## src/hw/rtl/mbb_pkg.sv

```systemverilog
// ----------------------------------------------------------------------------
// mbb_pkg
// Shared types and constants for the monochrome bitmap blitter.
// ----------------------------------------------------------------------------
package mbb_pkg;

  // Coordinate bound; the field widths below already cover it
  localparam int unsigned MaxSide = 1024;

  // Depth of the queue between the front and back parts
  localparam int unsigned FifoDepthDefault = 4;

  // Stream widths
  localparam int unsigned InDataW  = 88;
  localparam int unsigned OutDataW = 40;

  // Configuration register indexes
  localparam int unsigned CfgIdxW = 2;
  localparam logic [CfgIdxW-1:0] CfgFbBase     = 2'd0;
  localparam logic [CfgIdxW-1:0] CfgFbHeight   = 2'd1;
  localparam logic [CfgIdxW-1:0] CfgPixelBytes = 2'd2;

  // Reset values
  localparam logic [31:0] FbBaseReset     = 32'd0;
  localparam logic [10:0] FbHeightReset   = 11'd240;
  localparam logic [2:0]  PixelBytesReset = 3'd3;

  // Bytes per pixel limits
  localparam logic [2:0] PixelBytesMin = 3'd2;
  localparam logic [2:0] PixelBytesMax = 3'd4;

  // Width of the per-pixel address step (fb_height * pixel_bytes)
  localparam int unsigned StepW = 14;

  // Configuration as seen by the front part
  typedef struct packed {
    logic [31:0] fb_base;
    logic [10:0] fb_height;
    logic [2:0]  pixel_bytes;
  } cfg_t;

  // One queued job: a bitmap byte reduced to a start address and a pixel mask
  typedef struct packed {
    logic [31:0]      addr0;   // address of the pixel for bit 0
    logic [StepW-1:0] step;    // address distance between adjacent pixels
    logic [7:0]       mask;    // mask[k] set: bitmap column k is drawn
    logic [31:0]      color;
    logic [2:0]       pb;      // effective bytes per pixel, 2 to 4
  } job_t;

endpackage

```

## src/hw/rtl/mono_bitmap_blit_rotated_fb.sv

```systemverilog
// ----------------------------------------------------------------------------
// mono_bitmap_blit_rotated_fb
// Expands 1-bit-per-pixel bitmap bytes into byte writes for a column-major,
// vertically flipped framebuffer.
// ----------------------------------------------------------------------------
// Usage:
//   s_axis carries one bitmap byte per transaction with its placement and
//   color. m_axis carries one framebuffer byte write per transaction;
//   tlast marks the final write caused by an input byte. A byte with no
//   drawn pixel causes no transaction at all.
//   cfg_we_i writes fb_base, fb_height or pixel_bytes; write only while
//   the block is idle. Unused indexes are ignored.
// Path: the first write of a byte passes the front register, which loads
//   at the accept edge, then the queue, the job register and the output
//   register.
// Throughput: one output write per cycle while m_axis_tready is high;
//   an input byte makes (set valid bits) * pixel_bytes writes, up to 32;
//   the back part's single output port sets this. The front accepts one
//   byte per cycle while the job queue has room.
// Reset: registers return to fb_base 0, fb_height 240, pixel_bytes 3;
//   the queue and both pipelines are emptied.
// Stall: when m_axis_tready is low the output holds; the queue absorbs
//   FifoDepth jobs, and the front register one more byte, before s_axis_tready drops.
// ----------------------------------------------------------------------------
module mono_bitmap_blit_rotated_fb #(
  parameter int unsigned FifoDepth = mbb_pkg::FifoDepthDefault
) (
  input  logic                         clk_i,
  input  logic                         rst_ni,
  // configuration write port
  input  logic                         cfg_we_i,
  input  logic [mbb_pkg::CfgIdxW-1:0]  cfg_idx_i,
  input  logic [31:0]                  cfg_wdata_i,
  // input stream
  input  logic                         s_axis_tvalid,
  output logic                         s_axis_tready,
  // origin_x[9:0], origin_y[19:10], color[51:20], byte_column[58:52],
  // row[68:59], bitmap_byte[76:69], valid_bits[80:77], zero fill above
  input  logic [mbb_pkg::InDataW-1:0]  s_axis_tdata,
  // output stream
  output logic                         m_axis_tvalid,
  input  logic                         m_axis_tready,
  // address[31:0], data[39:32]
  output logic [mbb_pkg::OutDataW-1:0] m_axis_tdata,
  output logic                         m_axis_tlast
);
  import mbb_pkg::*;

  cfg_t cfg_q;
  logic push, full, pop, empty;
  job_t push_job, pop_job;

  // Configuration registers
  always_ff @(posedge clk_i or negedge rst_ni) begin
    if (!rst_ni) begin
      cfg_q.fb_base     <= FbBaseReset;
      cfg_q.fb_height   <= FbHeightReset;
      cfg_q.pixel_bytes <= PixelBytesReset;
    end else if (cfg_we_i) begin
      unique case (cfg_idx_i)
        CfgFbBase:     cfg_q.fb_base     <= cfg_wdata_i;
        CfgFbHeight:   cfg_q.fb_height   <= cfg_wdata_i[10:0];
        CfgPixelBytes: cfg_q.pixel_bytes <= cfg_wdata_i[2:0];
        default: ;
      endcase
    end
  end

  mbb_front u_front (
    .clk_i         (clk_i),
    .rst_ni        (rst_ni),
    .cfg_i         (cfg_q),
    .s_axis_tvalid (s_axis_tvalid),
    .s_axis_tready (s_axis_tready),
    .s_axis_tdata  (s_axis_tdata),
    .push_o        (push),
    .job_o         (push_job),
    .full_i        (full)
  );

  mbb_fifo #(
    .Depth (FifoDepth)
  ) u_fifo (
    .clk_i   (clk_i),
    .rst_ni  (rst_ni),
    .push_i  (push),
    .job_i   (push_job),
    .full_o  (full),
    .pop_i   (pop),
    .job_o   (pop_job),
    .empty_o (empty)
  );

  mbb_back u_back (
    .clk_i         (clk_i),
    .rst_ni        (rst_ni),
    .job_i         (pop_job),
    .empty_i       (empty),
    .pop_o         (pop),
    .m_axis_tvalid (m_axis_tvalid),
    .m_axis_tready (m_axis_tready),
    .m_axis_tdata  (m_axis_tdata),
    .m_axis_tlast  (m_axis_tlast)
  );

endmodule

```

## src/hw/rtl/mbb_front.sv

```systemverilog
// ----------------------------------------------------------------------------
// mbb_front
// Accepts bitmap bytes, builds the pixel mask and the start address, and
// hands jobs with at least one pixel to the queue. One register stage; the
// address is finished combinationally on the way into the queue.
// ----------------------------------------------------------------------------
module mbb_front (
  input  logic                         clk_i,
  input  logic                         rst_ni,
  input  mbb_pkg::cfg_t                cfg_i,
  input  logic                         s_axis_tvalid,
  output logic                         s_axis_tready,
  // origin_x[9:0], origin_y[19:10], color[51:20], byte_column[58:52],
  // row[68:59], bitmap_byte[76:69], valid_bits[80:77], zero fill above
  input  logic [mbb_pkg::InDataW-1:0]  s_axis_tdata,
  output logic                         push_o,
  output mbb_pkg::job_t                job_o,
  input  logic                         full_i
);
  import mbb_pkg::*;

  logic [9:0]  origin_x, origin_y, row;
  logic [31:0] color;
  logic [6:0]  byte_column;
  logic [7:0]  bitmap_byte;
  logic [3:0]  valid_bits;

  assign origin_x    = s_axis_tdata[9:0];
  assign origin_y    = s_axis_tdata[19:10];
  assign color       = s_axis_tdata[51:20];
  assign byte_column = s_axis_tdata[58:52];
  assign row         = s_axis_tdata[68:59];
  assign bitmap_byte = s_axis_tdata[76:69];
  assign valid_bits  = s_axis_tdata[80:77];

  // Stage A: coordinates, first multiply, pixel mask
  logic        a_valid_q;
  logic [22:0] prod_q;
  logic [31:0] hy_q;
  logic [7:0]  mask_q, mask_d;
  logic [31:0] color_q;
  logic [11:0] x0;
  logic [10:0] y;
  logic        advance, accept;

  assign x0 = {2'b00, origin_x} + {2'b00, byte_column, 3'b000};
  assign y  = {1'b0, origin_y} + {1'b0, row};

  // MSB of the byte is column 0; only the leading valid_bits count
  always_comb begin
    for (int k = 0; k < 8; k++) begin
      mask_d[k] = bitmap_byte[7-k] && (4'(k) < valid_bits);
    end
  end

  assign advance       = a_valid_q && !full_i;
  assign s_axis_tready = !a_valid_q || advance;
  assign accept        = s_axis_tvalid && s_axis_tready;

  always_ff @(posedge clk_i or negedge rst_ni) begin
    if (!rst_ni) begin
      a_valid_q <= 1'b0;
    end else if (s_axis_tready) begin
      a_valid_q <= s_axis_tvalid;
    end
  end

  always_ff @(posedge clk_i) begin
    if (accept) begin
      prod_q  <= 23'(x0 * cfg_i.fb_height);
      hy_q    <= {21'd0, cfg_i.fb_height} - 32'd1 - {21'd0, y};
      mask_q  <= mask_d;
      color_q <= color;
    end
  end

  // Stage B: scale by bytes per pixel and add the base
  logic [2:0]  pb;
  logic [31:0] sum;

  always_comb begin
    priority if (cfg_i.pixel_bytes < PixelBytesMin) begin
      pb = PixelBytesMin;
    end else if (cfg_i.pixel_bytes > PixelBytesMax) begin
      pb = PixelBytesMax;
    end else begin
      pb = cfg_i.pixel_bytes;
    end
  end

  assign sum = {9'd0, prod_q} + hy_q;

  always_comb begin
    job_o.addr0 = cfg_i.fb_base + 32'(sum * {29'd0, pb});
    job_o.step  = StepW'(cfg_i.fb_height * pb);
    job_o.mask  = mask_q;
    job_o.color = color_q;
    job_o.pb    = pb;
  end

  // A byte with no pixel to draw is dropped here
  assign push_o = advance && (mask_q != 8'd0);

endmodule

```

## src/hw/rtl/mbb_fifo.sv

```systemverilog
// ----------------------------------------------------------------------------
// mbb_fifo
// Small job queue between the front and back parts.
// ----------------------------------------------------------------------------
module mbb_fifo #(
  parameter int unsigned Depth = mbb_pkg::FifoDepthDefault
) (
  input  logic          clk_i,
  input  logic          rst_ni,
  input  logic          push_i,
  input  mbb_pkg::job_t job_i,
  output logic          full_o,
  input  logic          pop_i,
  output mbb_pkg::job_t job_o,
  output logic          empty_o
);
  import mbb_pkg::*;

  localparam int unsigned PtrW = (Depth > 1) ? $clog2(Depth) : 1;
  localparam int unsigned CntW = $clog2(Depth + 1);

  job_t            mem_q [Depth];
  logic [PtrW-1:0] wr_ptr_q, rd_ptr_q;
  logic [CntW-1:0] count_q;
  logic            do_push, do_pop;

  assign full_o  = (count_q == CntW'(Depth));
  assign empty_o = (count_q == '0);
  assign do_push = push_i && !full_o;
  assign do_pop  = pop_i && !empty_o;
  assign job_o   = mem_q[rd_ptr_q];

  function automatic logic [PtrW-1:0] next_ptr(input logic [PtrW-1:0] p);
    if (p == PtrW'(Depth - 1)) begin
      return '0;
    end
    return p + PtrW'(1);
  endfunction

  always_ff @(posedge clk_i) begin
    if (do_push) begin
      mem_q[wr_ptr_q] <= job_i;
    end
  end

  always_ff @(posedge clk_i or negedge rst_ni) begin
    if (!rst_ni) begin
      wr_ptr_q <= '0;
      rd_ptr_q <= '0;
      count_q  <= '0;
    end else begin
      if (do_push) wr_ptr_q <= next_ptr(wr_ptr_q);
      if (do_pop)  rd_ptr_q <= next_ptr(rd_ptr_q);
      if (do_push && !do_pop) begin
        count_q <= count_q + CntW'(1);
      end else if (do_pop && !do_push) begin
        count_q <= count_q - CntW'(1);
      end
    end
  end

endmodule

```

## src/hw/rtl/mbb_back.sv

```systemverilog
// ----------------------------------------------------------------------------
// mbb_back
// Walks the pixel mask of each job and emits one byte write per cycle,
// while the output is not stalled, into a registered output stage.
// ----------------------------------------------------------------------------
module mbb_back (
  input  logic                         clk_i,
  input  logic                         rst_ni,
  input  mbb_pkg::job_t                job_i,
  input  logic                         empty_i,
  output logic                         pop_o,
  output logic                         m_axis_tvalid,
  input  logic                         m_axis_tready,
  // address[31:0], data[39:32]
  output logic [mbb_pkg::OutDataW-1:0] m_axis_tdata,
  output logic                         m_axis_tlast
);
  import mbb_pkg::*;

  logic        busy_q;
  job_t        job_q;
  logic [7:0]  rem_q, rem_d;
  logic [1:0]  byte_q;
  logic [2:0]  k;
  logic        last_byte, last_pixel, produce, finish, load;
  logic [31:0] addr;
  logic [7:0]  data;

  logic        out_valid_q;
  logic [31:0] out_addr_q;
  logic [7:0]  out_data_q;
  logic        out_last_q;

  // Lowest remaining column
  always_comb begin
    k = 3'd0;
    for (int i = 7; i >= 0; i--) begin
      if (rem_q[i]) k = 3'(i);
    end
  end

  assign rem_d      = rem_q & (rem_q - 8'd1);
  assign last_pixel = (rem_d == 8'd0);
  assign last_byte  = ({1'b0, byte_q} == job_q.pb - 3'd1);

  assign produce = busy_q && (!out_valid_q || m_axis_tready);
  assign finish  = produce && last_byte && last_pixel;
  assign load    = (!busy_q || finish) && !empty_i;
  assign pop_o   = load;

  assign addr = job_q.addr0 + {15'd0, 17'(k * job_q.step)} + {30'd0, byte_q};

  always_comb begin
    unique case (byte_q)
      2'd0:    data = job_q.color[7:0];
      2'd1:    data = job_q.color[15:8];
      2'd2:    data = job_q.color[23:16];
      default: data = job_q.color[31:24];
    endcase
  end

  // Job walker
  always_ff @(posedge clk_i or negedge rst_ni) begin
    if (!rst_ni) begin
      busy_q <= 1'b0;
      rem_q  <= 8'd0;
      byte_q <= 2'd0;
    end else if (load) begin
      busy_q <= 1'b1;
      rem_q  <= job_i.mask;
      byte_q <= 2'd0;
    end else if (produce) begin
      if (last_byte) begin
        byte_q <= 2'd0;
        rem_q  <= rem_d;
        if (last_pixel) busy_q <= 1'b0;
      end else begin
        byte_q <= byte_q + 2'd1;
      end
    end
  end

  always_ff @(posedge clk_i) begin
    if (load) job_q <= job_i;
  end

  // Output register
  always_ff @(posedge clk_i or negedge rst_ni) begin
    if (!rst_ni) begin
      out_valid_q <= 1'b0;
    end else if (produce) begin
      out_valid_q <= 1'b1;
    end else if (m_axis_tready) begin
      out_valid_q <= 1'b0;
    end
  end

  always_ff @(posedge clk_i) begin
    if (produce) begin
      out_addr_q <= addr;
      out_data_q <= data;
      out_last_q <= last_byte && last_pixel;
    end
  end

  assign m_axis_tvalid = out_valid_q;
  assign m_axis_tdata  = {out_data_q, out_addr_q};
  assign m_axis_tlast  = out_last_q;

endmodule
```

## config.mk

```make
export PLATFORM = sky130hd
export DESIGN_NAME = mono_bitmap_blit_rotated_fb
export DESIGN_NICKNAME = d
export VERILOG_FILES = /design/src/hw/rtl/mbb_pkg.sv /design/src/hw/rtl/mono_bitmap_blit_rotated_fb.sv /design/src/hw/rtl/mbb_front.sv /design/src/hw/rtl/mbb_fifo.sv /design/src/hw/rtl/mbb_back.sv
export SDC_FILE = /design/constraint.sdc
export NUM_CORES = 1
export LEC_CHECK = 0
export ABC_CLOCK_PERIOD_IN_PS = 7000
export BUFFER_PORTS_ARGS = -buffer_cell sky130_fd_sc_hd__buf_4
export CORE_MARGIN = 1.5
export CORE_UTILIZATION = 36
export DETAILED_ROUTE_END_ITERATION = 7
export MAX_ROUTING_LAYER = met4
export SLEW_MARGIN = 20
export SYNTH_ARGS = -nofsm -noshare
export SYNTH_HDL_FRONTEND = slang
export SYNTH_HIERARCHICAL = 1
export SYNTH_SLANG_ARGS = --single-unit
```

## constraint.sdc

```tcl
create_clock -name clk_i -period 7 [get_ports clk_i]
set_clock_uncertainty 0.15 [all_clocks]
set_input_delay 0.35 -clock clk_i [delete_from_list [all_inputs] [get_ports clk_i]]
set_output_delay 0.35 -clock clk_i [all_outputs]
set_load 0.01 [all_outputs]
```

Word level (Yosys, flattened, before mapping)
Memory sizes are Yosys's and may differ from the RTL's.
Cells that the tools add are included.
{"block": "word_totals", "regBits": 283, "ram_bits": 356, "n_memories": 1}
{"name": "u_fifo.mem_q", "depth": 4, "word_bits": 89, "rd": 1, "rd_clocked_by_memory_dff": 0, "wr": 1, "line_no": "mbb_fifo.sv:22", "text": "job_t mem_q [Depth];"}
{"block": "classes", "add_sub_neg": 15, "n_mul": 4, "order_cmp": 10, "eq_ne": 8, "muxes": 35, "bitwise": 1, "reduce_logical": 45}
{"operator": "$mux W3", "n": 12}
{"operator": "$add A23 B32 Y32", "n": 1}
{"operator": "$add A32 B17 Y32", "n": 1}
{"operator": "$add A32 B2 Y32", "n": 1}
{"operator": "$add A32 B32 Y32", "n": 1}
{"operator": "$mul A32 B3 Y32", "n": 1}
{"operator": "$sub A32 B11 Y32", "n": 1}
{"operator": "$mux W8", "n": 3}
{"operator": "$pmux W8 S3", "n": 1}
{"operator": "$mul A12 B11 Y23", "n": 1}
{"operator": "$add A10 B10 Y11", "n": 2}
{"operator": "$logic_and A1 B1 Y1", "n": 20}
{"operator": "$mul A3 B14 Y17", "n": 1}
{"operator": "$lt A3 B4 Y1 const A", "n": 4}
{"operator": "$mul A11 B3 Y14", "n": 1}
{"operator": "$mux W2", "n": 7}
{"operator": "$mux W1", "n": 12}
{"operator": "$sub A11 B1 Y12 const B", "n": 1}
{"operator": "$reduce_bool A2 Y1", "n": 5}
{"operator": "$and A8 B8 Y8", "n": 1}
{"operator": "$eq A2 B2 Y1 const B", "n": 4}
{"operator": "$logic_not A8 Y1", "n": 1}
{"operator": "$lt A1 B4 Y1 const A", "n": 2}
{"operator": "$lt A2 B4 Y1 const A", "n": 2}
{"operator": "16 further kinds", "n": 32}

Logic depth before layout (Yosys ltp)
Gate-level depths: netlist of the first run.
{"block": "logic_depth", "word_depth": 11, "depth_mapped": 28}

By module
Netlist of the first run, hierarchy kept.
{"mod": "mbb_fifo", "n_inst": 1, "cells_per_inst": 502, "area_per_inst_um2": 13386.6}
{"mod": "mbb_front", "n_inst": 1, "cells_per_inst": 1494, "area_per_inst_um2": 13157.6}
{"mod": "mbb_back", "n_inst": 1, "cells_per_inst": 541, "area_per_inst_um2": 6887.9}
{"mod": "mono_bitmap_blit_rotated_fb", "n_inst": 1, "cells_per_inst": 99, "area_per_inst_um2": 1749.2}

Worst setup path after synthesis of the first run
Ideal clock, no wire load.
{"block": "synth_timing", "path_kind": "input -> register", "startpoint": "in s_axis_tdata[3] in the netlist's numbering", "endpoint": "reg u_front.prod_q[21], data pin", "setup_ns": 0.260, "arrival_ns": 6.263, "required_time_ns": 6.590, "path_slack_ns": 0.327, "cell_stages": 27, "n_path_buf": 1, "path_cell_list": "ha_1 -> inv_1 -> fa_1 -> inv_1 -> a21o_1 -> a21oi_1 -> o21bai_1 -> a21oi_1 -> xnor2_1 -> clkbuf_1 -> nand2_1 -> fa_1 -> inv_1 -> fa_1 -> fa_1 -> fa_1 -> inv_1 -> fa_1 -> inv_1 -> ha_1 -> and3_1 -> and3_1 -> a221o_1 -> o41ai_2 -> o2111ai_1 -> a21oi_1 -> xnor2_1"}
{"block": "synth_via", "elab_chain_len": 2}
{"item": "start: declaration", "line_no": "mono_bitmap_blit_rotated_fb.sv:39", "text": "input logic [mbb_pkg::InDataW-1:0] s_axis_tdata,"}
{"item": "$add A10 B10 Y11", "line_no": "mbb_front.sv:46", "text": "assign x0 = {2'b00, origin_x} + {2'b00, byte_column, 3'b000};"}
{"item": "$mul A12 B11 Y23", "line_no": "mbb_front.sv:70", "text": "prod_q <= 23'(x0 * cfg_i.fb_height);"}
{"item": "end signal: assignment", "line_no": "mbb_front.sv:70"}
{"item": "end: declaration", "line_no": "mbb_front.sv:38", "text": "logic [22:0] prod_q;"}
No other way between the ends.
A chain may end at the register's enable or synchronous reset.

==> out/qor.yml, run 1 <==
drt:
  drt_iter0_markers: 950
  postRouteAntennaNets: 0
  vias: 20300
  drt-vias-per-instance: 4.81
  drc: 0
  wire_per_inst_um: 16.8
  firstDrtPassIters: 5
  wirelength_um: 71100
yosys:
  yosys_warnings: 6
  syn_nets: 3133
  ys_seq_elements: 619
  ys_async_sr_fraction: 0.107
  avgSynthCellArea_um2: 13.3
  seq_area_frac_synth: 0.519
  ys_types: 92
  yosysTopAreaCellShare: 0.472
  synth-edff-count: 553
  synth_top_flop_cell: "edfxtp_1"
  syn_area_um2: 35200
  synthCells: 2636
  synth_top_area_cell: "edfxtp_1"
  synth_area_leaders: "edfxtp_1, fa_1, ha_1"
floorplanning:
  coreArea_um2: 96700
  pin_count: 170
  die-area_um2: 99600
  initial_core_util: 0.364
  placementRows: 114
  die_x_um: 316
  die_y_um: 316
global_routing:
  use_met2: 0.247
  busiest_layer: "met2"
  track_usage: 0.149
  grt_pass1_wl_um: 113000
  use_met1: 0.194
  antenna_found_initial: 0
  grt.overflow.total: 0
  grt_pass1_vias: 21000
  met3_usage: 0.0202
  grt_max_degree: 66
placed_design:
  place_ws_ns: 0.0133
  dp_hpwl_um: 50900
  dp.cells: 4020
  gp_congestion: 0.816
  port-buffer-count: 162
critical_path:
  reg2reg_from: "u_front/prod_q[0]"
  critical_path_class: "reg -> reg"
  r2r_end: "u_fifo/mem_q[0][88]"
  cp_max_fo: 5
  end_kind: "flip-flop"
  r2r_slack_ns: 0.37
  critPathLaunch: "u_front/prod_q[0]"
  crit_required_ns: 7.22
  critPathArrivalTime_ns: 6.85
  reg2regPathDepth: 25
  setup.worst_path.start_class: "flip-flop"
clock_tree:
  h-tree-depth: 2
  cts_max_path_buffers: 3
  cts_tree: "yes"
  path_clk_slew_ns: 0.06
  cts_sinks: 619
  clk_latency_ns: 0.65
  cts_root_buffer: "clkbuf_16"
  cts_buffers: 59
timing:
  finalSetupTns_ns: 0
  rsz0062_at_grt: "no"
  setup_slack_ns: 0.369
  max_freq_mhz: 151
  tightestPinTransition_ns: 0.991
  setup_viol: 0
  slew_headroom: 0.339
  finalCritPeriodShare: 0.947
  hold_viol: 0
  drv_slew: 0
  fin_crit_ns: 6.63
finish:
  nFillCells: 8971
  area_delta_synth_final_pct: 15.4
  post-route-util: 0.420
  mostFrequentLayoutCell: "edfxtp_1"
  multi_input_area_um2: 15100
  nets: 3391
  antennaDiodeCount: 0
  final_cell_mix: "edfxtp_1, inv_1, buf_4"
  drive_gt1_frac: 0.164
  regArea_um2: 18300
  final-instance-count-excl-fill: 4220
outcome:
  status: "finished, final reports clean"
worst_hold_path:
  hp-start: "s_axis_tdata[59]"
  whs_path_depth: 4
  hold_path_class: "in -> reg"
  hold_end: "u_front/hy_q[0]"
run:
  cap_violations: 0
[cells by family after synthesis]
group,count (synthesis),synth area share
DFF,619,0.519
and+or+nand+nor,570,0.0823
other,1,0.000107
buffers and inverters,448,0.0535
muxes,154,0.0777
xor gates and xnor gates,127,0.0323
AOI/OAI and AO/OA,346,0.0653
adders and majority gates,371,0.170
[cell usage after synthesis (all sizes together), types with 8 or more instances]
cell	number
a211oi	9
a21boi	11
a21o	29
a21oi	115
a222oi	8
and2	115
and3	22
buf	31
clkbuf	55
dfrtp	60
edfxtp	553
fa	177
ha	193
inv	362
mux2	57
mux2i	8
mux4	89
nand2	164
nand2b	22
nand3	27
nor2	100
nor2b	39
nor3	35
o21a	18
o21ai	78
o21bai	18
or3	10
xnor2	81
xor2	45
[registers in the layout, summed over array words and instances (netlist names)]
| name | cells |
|---|---|
| u_back/rem_q | 8 |
| u_back/job_q | 81 |
| u_fifo/wr_ptr_q | 2 |
| u_front/hy_q | 13 |
| u_back/out_addr_q | 32 |
| u_fifo/rd_ptr_q | 2 |
| u_back/out_data_q | 8 |
| u_front/prod_q | 22 |
| u_back/busy_q | 1 |
| u_front/a_valid_q | 1 |
| u_front/color_q | 32 |
| u_fifo/count_q | 3 |
| u_back/m_axis_tvalid | 1 |
| u_back/m_axis_tlast | 1 |
| u_back/byte_q | 2 |
| cfg_q | 46 |
| u_front/mask_q | 8 |
| u_fifo/mem_q | 356 |
[through the flow]
stage	cell area [um^2]	hold slack, ns
finish	40600	0.131
CTS	40600	0.109
global route	40600	0.156
global placement	37700	-0.00539
detailed placement	37700	-0.00263
floorplan	35200	-0.0956
[critical path, stage by stage, from the launching register on]
cell and delay (ns):
edfxtp_1 0.36, ha_1 0.24, fa_1 0.40, a21o_1 0.21, and4_1 0.22, o311a_1 0.42
o21ai_2 0.22, a21boi_1 0.12, o21ai_1 0.13, a21oi_1 0.10, or3_1 0.36, and3_1 0.20
fa_1 0.53, inv_1 0.05, fa_1 0.47, inv_1 0.04, ha_1 0.33, a21oi_1 0.22
o21ai_1 0.12, a221oi_2 0.32, o21ai_1 0.11, a41o_1 0.25, nor2_1 0.09, o21ai_0 0.09
a21oi_1 0.15, xor3_2 0.49
[how the worst max path moves through the flow]
stage / cells past startpoint / to / slack [ns]
final: 25 / u_fifo/mem_q[0][88] / 0.37
after global routing: 25 / u_fifo/mem_q[2][88] / 0.01
after CTS: 25 / u_fifo/mem_q[0][88] / 0.28
after detailed placement: 26 / u_front/prod_q[19] / 0.01
after global placement: 25 / u_front/prod_q[21] / 0.10
after floorplan: 27 / u_front/prod_q[21] / 0.33
[final cells by class]
type / count / area share
Clock buffer: 66 / 0.0370
Inverter: 362 / 0.0335
Sequential cell: 619 / 0.450
Clock inverter: 45 / 0.0113
Timing Repair Buffer: 283 / 0.0576
Multi-Input combinational cell: 1569 / 0.371
Tap cell: 1276 / 0.0393
[repair_timing]
| action | 4_1_cts | 5_1_grt |
|---|---|---|
| setup buffers | 0 | 4 |
| gates resized for setup | 0 | 4 |
| hold buffers | 85 | 0 |
| setup endpoints to repair | 0 | 12 |
| hold endpoints to repair | 150 | 0 |
[per-layer routing]
metal  wire length [um]  up-vias
met5                  0        -
met1              32600    10100
met4               1390        0
met2              34300      352
li1                   -     9785
met3               2740       77
Power of run 1 is not shown: default switching activity piles up to over one toggle a cycle in this logic, so the estimate is an artifact.
==> run 2, diff against run 1 <==
Settings changed: MAX_ROUTING_LAYER met4 to not set.
==> out/qor.yml, run 2 (synthesized netlist as in run 1, its figures left out) <==
finish:
  reg_top3: "u_fifo/mem_q: 356 flops, u_back/job_q: 81 flops, cfg_q: 46 flops"
  area_delta_synth_final_pct: 15.4
  nets: 3391
  largest_register_ffs: 356
  nFillCells: 8971
  mostFrequentLayoutCell: "edfxtp_1"
  drive_gt1_frac: 0.164
  final_cell_mix: "edfxtp_1, inv_1, buf_4"
  regMostFlops: "u_fifo/mem_q"
  antennaDiodeCount: 0
timing:
  slew_headroom: 0.342
  finalCritPeriodShare: 0.947
  tightestPinTransition_ns: 0.987
  rsz0062_at_grt: "no"
  drv_slew: 0
  finalSetupTns_ns: 0
  max_freq_mhz: 151
  setup_viol: 0
  fin_crit_ns: 6.63
  hold_viol: 0
worst_hold_path:
  hold_path_class: "in -> reg"
global_routing:
  grt_max_degree: 66
  grt.overflow.total: 0
  grt_pass1_vias: 21000
  grt_pass1_wl_um: 113000
  track_usage: 0.144
  antenna_found_initial: 0
floorplanning:
  pin_count: 170
  placementRows: 114
  coreArea_um2: 96700
  die-area_um2: 99600
  die_y_um: 316
  die_x_um: 316
  initial_core_util: 0.364
placed_design:
  dp_hpwl_um: 50900
  port-buffer-count: 162
  gp_congestion: 0.804
critical_path:
  critical_path_class: "reg -> reg"
  cp_max_fo: 5
  critPathLaunch: "u_front/prod_q[0]"
  reg2reg_from: "u_front/prod_q[0]"
  critPathArrivalTime_ns: 6.85
  reg2regPathDepth: 25
  crit_end: "u_fifo/mem_q[0][88]"
  end_kind: "flip-flop"
  crit_required_ns: 7.22
  r2r_end: "u_fifo/mem_q[0][88]"
  r2r_slack_ns: 0.37
  setup.worst_path.start_class: "flip-flop"
clock_tree:
  path_clk_slew_ns: 0.06
  clk_latency_ns: 0.64
  h-tree-depth: 2
  cts_tree: "yes"
  cts_buffers: 59
  cts_max_path_buffers: 3
  cts_sinks: 619
  cts_root_buffer: "clkbuf_16"
drt:
  drt_iter0_markers: 926
  vias: 20200
  drt-vias-per-instance: 4.78
  firstDrtPassIters: 7
  wirelength_um: 70900
  wire_per_inst_um: 16.8
  drc: 0
  postRouteAntennaNets: 0
run:
  cap_violations: 0
outcome:
  status: "finished, final reports clean"
[run 2: worst max-delay path: stages (launching register included)]
cell and delay [ns]:
edfxtp_1 0.36, ha_1 0.24, fa_1 0.40, a21o_1 0.21
and4_1 0.22, o311a_1 0.42, o21ai_2 0.22, a21boi_1 0.12
o21ai_1 0.13, a21oi_1 0.10, or3_1 0.36, and3_1 0.20
fa_1 0.53, inv_1 0.05, fa_1 0.47, inv_1 0.04
ha_1 0.33, a21oi_1 0.22, o21ai_1 0.12, a221oi_2 0.32
o21ai_1 0.11, a41o_1 0.25, nor2_1 0.09, o21ai_0 0.08
a21oi_1 0.15, xor3_2 0.49
[run 2: per-layer routing]
| metal | GRT usage | routed length [um] |
|---|---|---|
| met5 | 0 | 0 |
| met4 | 0.0353 | 1340 |
| met3 | 0.0203 | 2530 |
| met2 | 0.247 | 34300 |
| met1 | 0.193 | 32800 |
[run 2: layout make-up]
type	instances	area (um^2)	area share
Clock buffer	66	1500	0.0370
Clock inverter	45	460	0.0113
Inverter	362	1360	0.0335
Multi-Input combinational cell	1569	15100	0.371
Sequential cell	619	18300	0.450
Tap cell	1276	1600	0.0393
Timing Repair Buffer	283	2340	0.0576
[run 2: worst min path at each step]
| stage | from | slack, ns | cells after the start | to |
|---|---|---|---|---|
| floorplan | rst_ni | -0.1 | 0 | cfg_q[11] |
| global placement | rst_ni | -0.005 | 1 | u_back/rem_q[0] |
| detailed placement | rst_ni | -0.003 | 1 | u_back/rem_q[0] |
| CTS | s_axis_tdata[1] | 0.11 | 3 | u_front/prod_q[1] |
| global route | cfg_we_i | 0.16 | 3 | cfg_q[1] |
| finish | s_axis_tdata[59] | 0.13 | 4 | u_front/hy_q[0] |
[run 2: stage by stage]
stage | setup WS (ns) | std cells | utilization | hold slack (ns) | cell area (um^2)
after floorplan | 0.327 | 2636 | - | -0.0956 | 35200
after global placement | 0.101 | 4020 | 0.390 | -0.00539 | 37700
after detailed placement | 0.0133 | 4020 | 0.390 | -0.00263 | 37700
after CTS | 0.282 | 4216 | 0.419 | 0.109 | 40600
after global routing | 0.0133 | 4220 | 0.420 | 0.156 | 40600
final | 0.374 | 4220 | 0.420 | 0.133 | 40600
[run 2: what timing repair did]
| item | in CTS | in global routing |
|---|---|---|
| gates resized for setup | 0 | 4 |
| setup endpoints to repair | 0 | 12 |
| buffers inserted | 0 | 4 |
| hold endpoints to repair | 150 | 0 |
| hold buffers | 85 | 0 |
Power of run 2 is left out for the same reason.
==> run 3, diff against run 2 <==
Settings changed: ABC_AREA set to 1.
==> out/qor.yml, run 3 <==
timing:
  finalCritPeriodShare: 0.846
  finalSetupTns_ns: 0
  rsz0062_at_grt: "no"
  hold_viol: 0
  drv_slew: 0
  slew_headroom: 0.300
  setup_viol: 0
  max_freq_mhz: 169
  fin_crit_ns: 5.93
  tightestPinTransition_ns: 1.05
yosys:
  avgSynthCellArea_um2: 10.1
  synth.most_common_cell: "nand2_1"
  ys_types: 61
  synth-edff-count: 553
  synthAdderAreaFrac: 0.160
  ys_seq_elements: 619
  ys_async_sr_fraction: 0.107
  synth_top_flop_cell: "edfxtp_1"
  yosysTopAreaCellShare: 0.446
  synthTopCellsByCount: "nand2_1, inv_1, edfxtp_1"
  synth_top_family_by_area: "adder cells"
  synthMuxAreaShare: 0
  seq_area_frac_synth: 0.490
  yosys_warnings: 6
  yosys.area_share.simple: 0.138
  synth_area_leaders: "edfxtp_1, fa_1, nand2_1"
  synth_xor_area_frac: 0.0317
  synth_top_area_cell: "edfxtp_1"
  syn_area_um2: 37200
  synth_compound_area_frac: 0.0873
  syn_nets: 4179
  synthCells: 3682
finish:
  antennaDiodeCount: 0
  drive_gt1_frac: 0.0955
  reg_top3: "u_fifo/mem_q: 356 flops, u_back/job_q: 81 flops, cfg_q: 46 flops"
  largest_register_ffs: 356
  nets: 4420
  stdcell_area_um2: 43000
  final_cell_mix: "nand2_1, inv_1, edfxtp_1"
  mostFrequentLayoutCell: "nand2_1"
  final-instance-count-excl-fill: 5346
  area_delta_synth_final_pct: 15.3
  regMostFlops: "u_fifo/mem_q"
floorplanning:
  die_x_um: 325
  die_y_um: 325
  coreArea_um2: 102000
  initial_core_util: 0.364
  die-area_um2: 105000
  placementRows: 117
  pin_count: 170
worst_hold_path:
  hold_path_class: "in -> reg"
drt:
  vias: 25300
  drt-vias-per-instance: 4.73
  wirelength_um: 84400
  postRouteAntennaNets: 0
  wire_per_inst_um: 15.8
  drc: 0
  drt_iter0_markers: 1424
  firstDrtPassIters: 5
run:
  cap_violations: 0
clock_tree:
  cts_tree: "yes"
  cts_root_buffer: "clkbuf_16"
  cts_buffers: 70
  path_clk_slew_ns: 0.06
  cts_sinks: 619
  cts_max_path_buffers: 3
  clk_latency_ns: 0.64
  h-tree-depth: 3
critical_path:
  r2r_slack_ns: 1.33
  end_kind: "flip-flop"
  critPathArrivalTime_ns: 6.13
  crit_required_ns: 7.21
  critical_path_class: "in -> reg"
  cp_max_fo: 6
  setup.worst_path.start_class: "primary input"
global_routing:
  antenna_found_initial: 0
  grt.overflow.total: 0
  track_usage: 0.161
  grt_pass1_wl_um: 136000
  grt_max_degree: 225
  grt_pass1_vias: 25300
placed_design:
  place_area_um2: 39600
  port-buffer-count: 162
  dp_hpwl_um: 60400
  gp_congestion: 0.897
  dp.cells: 5120
outcome:
  status: "finished, final reports clean"
==> run 3: through the flow <==
| stage | setup slack [ns] | util | hold WS (ns) |
|---|---|---|---|
| after floorplan | 1.01 | - | -0.0956 |
| after global placement | 0.495 | 0.388 | 0.0726 |
| after detailed placement | 0.467 | 0.388 | 0.0731 |
| after CTS | 1.13 | 0.420 | 0.0830 |
| after global routing | 0.680 | 0.420 | 0.133 |
| final | 1.07 | 0.420 | 0.135 |
==> run 3: what timing repair did <==
item	4_1_cts	5_1_grt
buffers inserted	0	0
resized for setup	0	0
hold buffers	98	0
hold endpoints to repair	120	0
==> run 3: final timing paths <==
check | from | end | cells after the start
worst max register to register | u_front/prod_q[0] | u_fifo/mem_q[3][85] | 27
worst min-delay path | cfg_we_i | cfg_q[24] | 3
worst max-delay path | s_axis_tdata[3] | u_front/prod_q[19] | 28
max in group asynchronous | rst_ni | cfg_q[29] | 3
min in group asynchronous | rst_ni | cfg_q[30] | 3
worst min register to register | u_front/color_q[1] | u_fifo/mem_q[2][4] | 0
==> run 3: critical path, cell delays in order <==
cell	delay, ns
buf_4	0.08
ha_1	0.16
inv_1	0.05
fa_1	0.40
o211a_1	0.26
or2_1	0.22
nand2_1	0.07
a21oi_1	0.07
or2_1	0.22
nand2_2	0.14
inv_2	0.09
nand2_1	0.09
fa_1	0.42
inv_1	0.08
fa_1	0.45
fa_1	0.51
fa_1	0.49
inv_1	0.05
fa_1	0.47
inv_1	0.04
ha_1	0.35
nand2_1	0.09
nor2_1	0.30
nand2_1	0.08
o21ai_0	0.33
nand3_1	0.11
nand2_1	0.09
xor2_1	0.07
==> run 3: final cells by class <==
type	count	area, um^2
clock buffer	85	1830
sequential	619	18300
tap	1368	1710
inverter	704	2650
fill	9916	59200
clock inverter	42	474
multi-input combinational	2244	15600
timing repair buffer	284	2450
==> run 3: layer usage <==
| metal | GRT usage | up-vias | routed length (um) |
|---|---|---|---|
| met2 | 0.267 | 494 | 39800 |
| met5 | 0 | - | 0 |
| met3 | 0.0228 | 107 | 3320 |
| met1 | 0.220 | 12100 | 39600 |
| li1 | - | 12500 | - |
| met4 | 0.0427 | 0 | 1700 |
==> run 3: cells by family after synthesis <==
group	Yosys count
simple gates	1254
buf+inv	819
flops	619
compound gates	485
fa+ha+maj	370
xor+xnor	134
other cells	1
Power of run 3 is left out for the same reason.
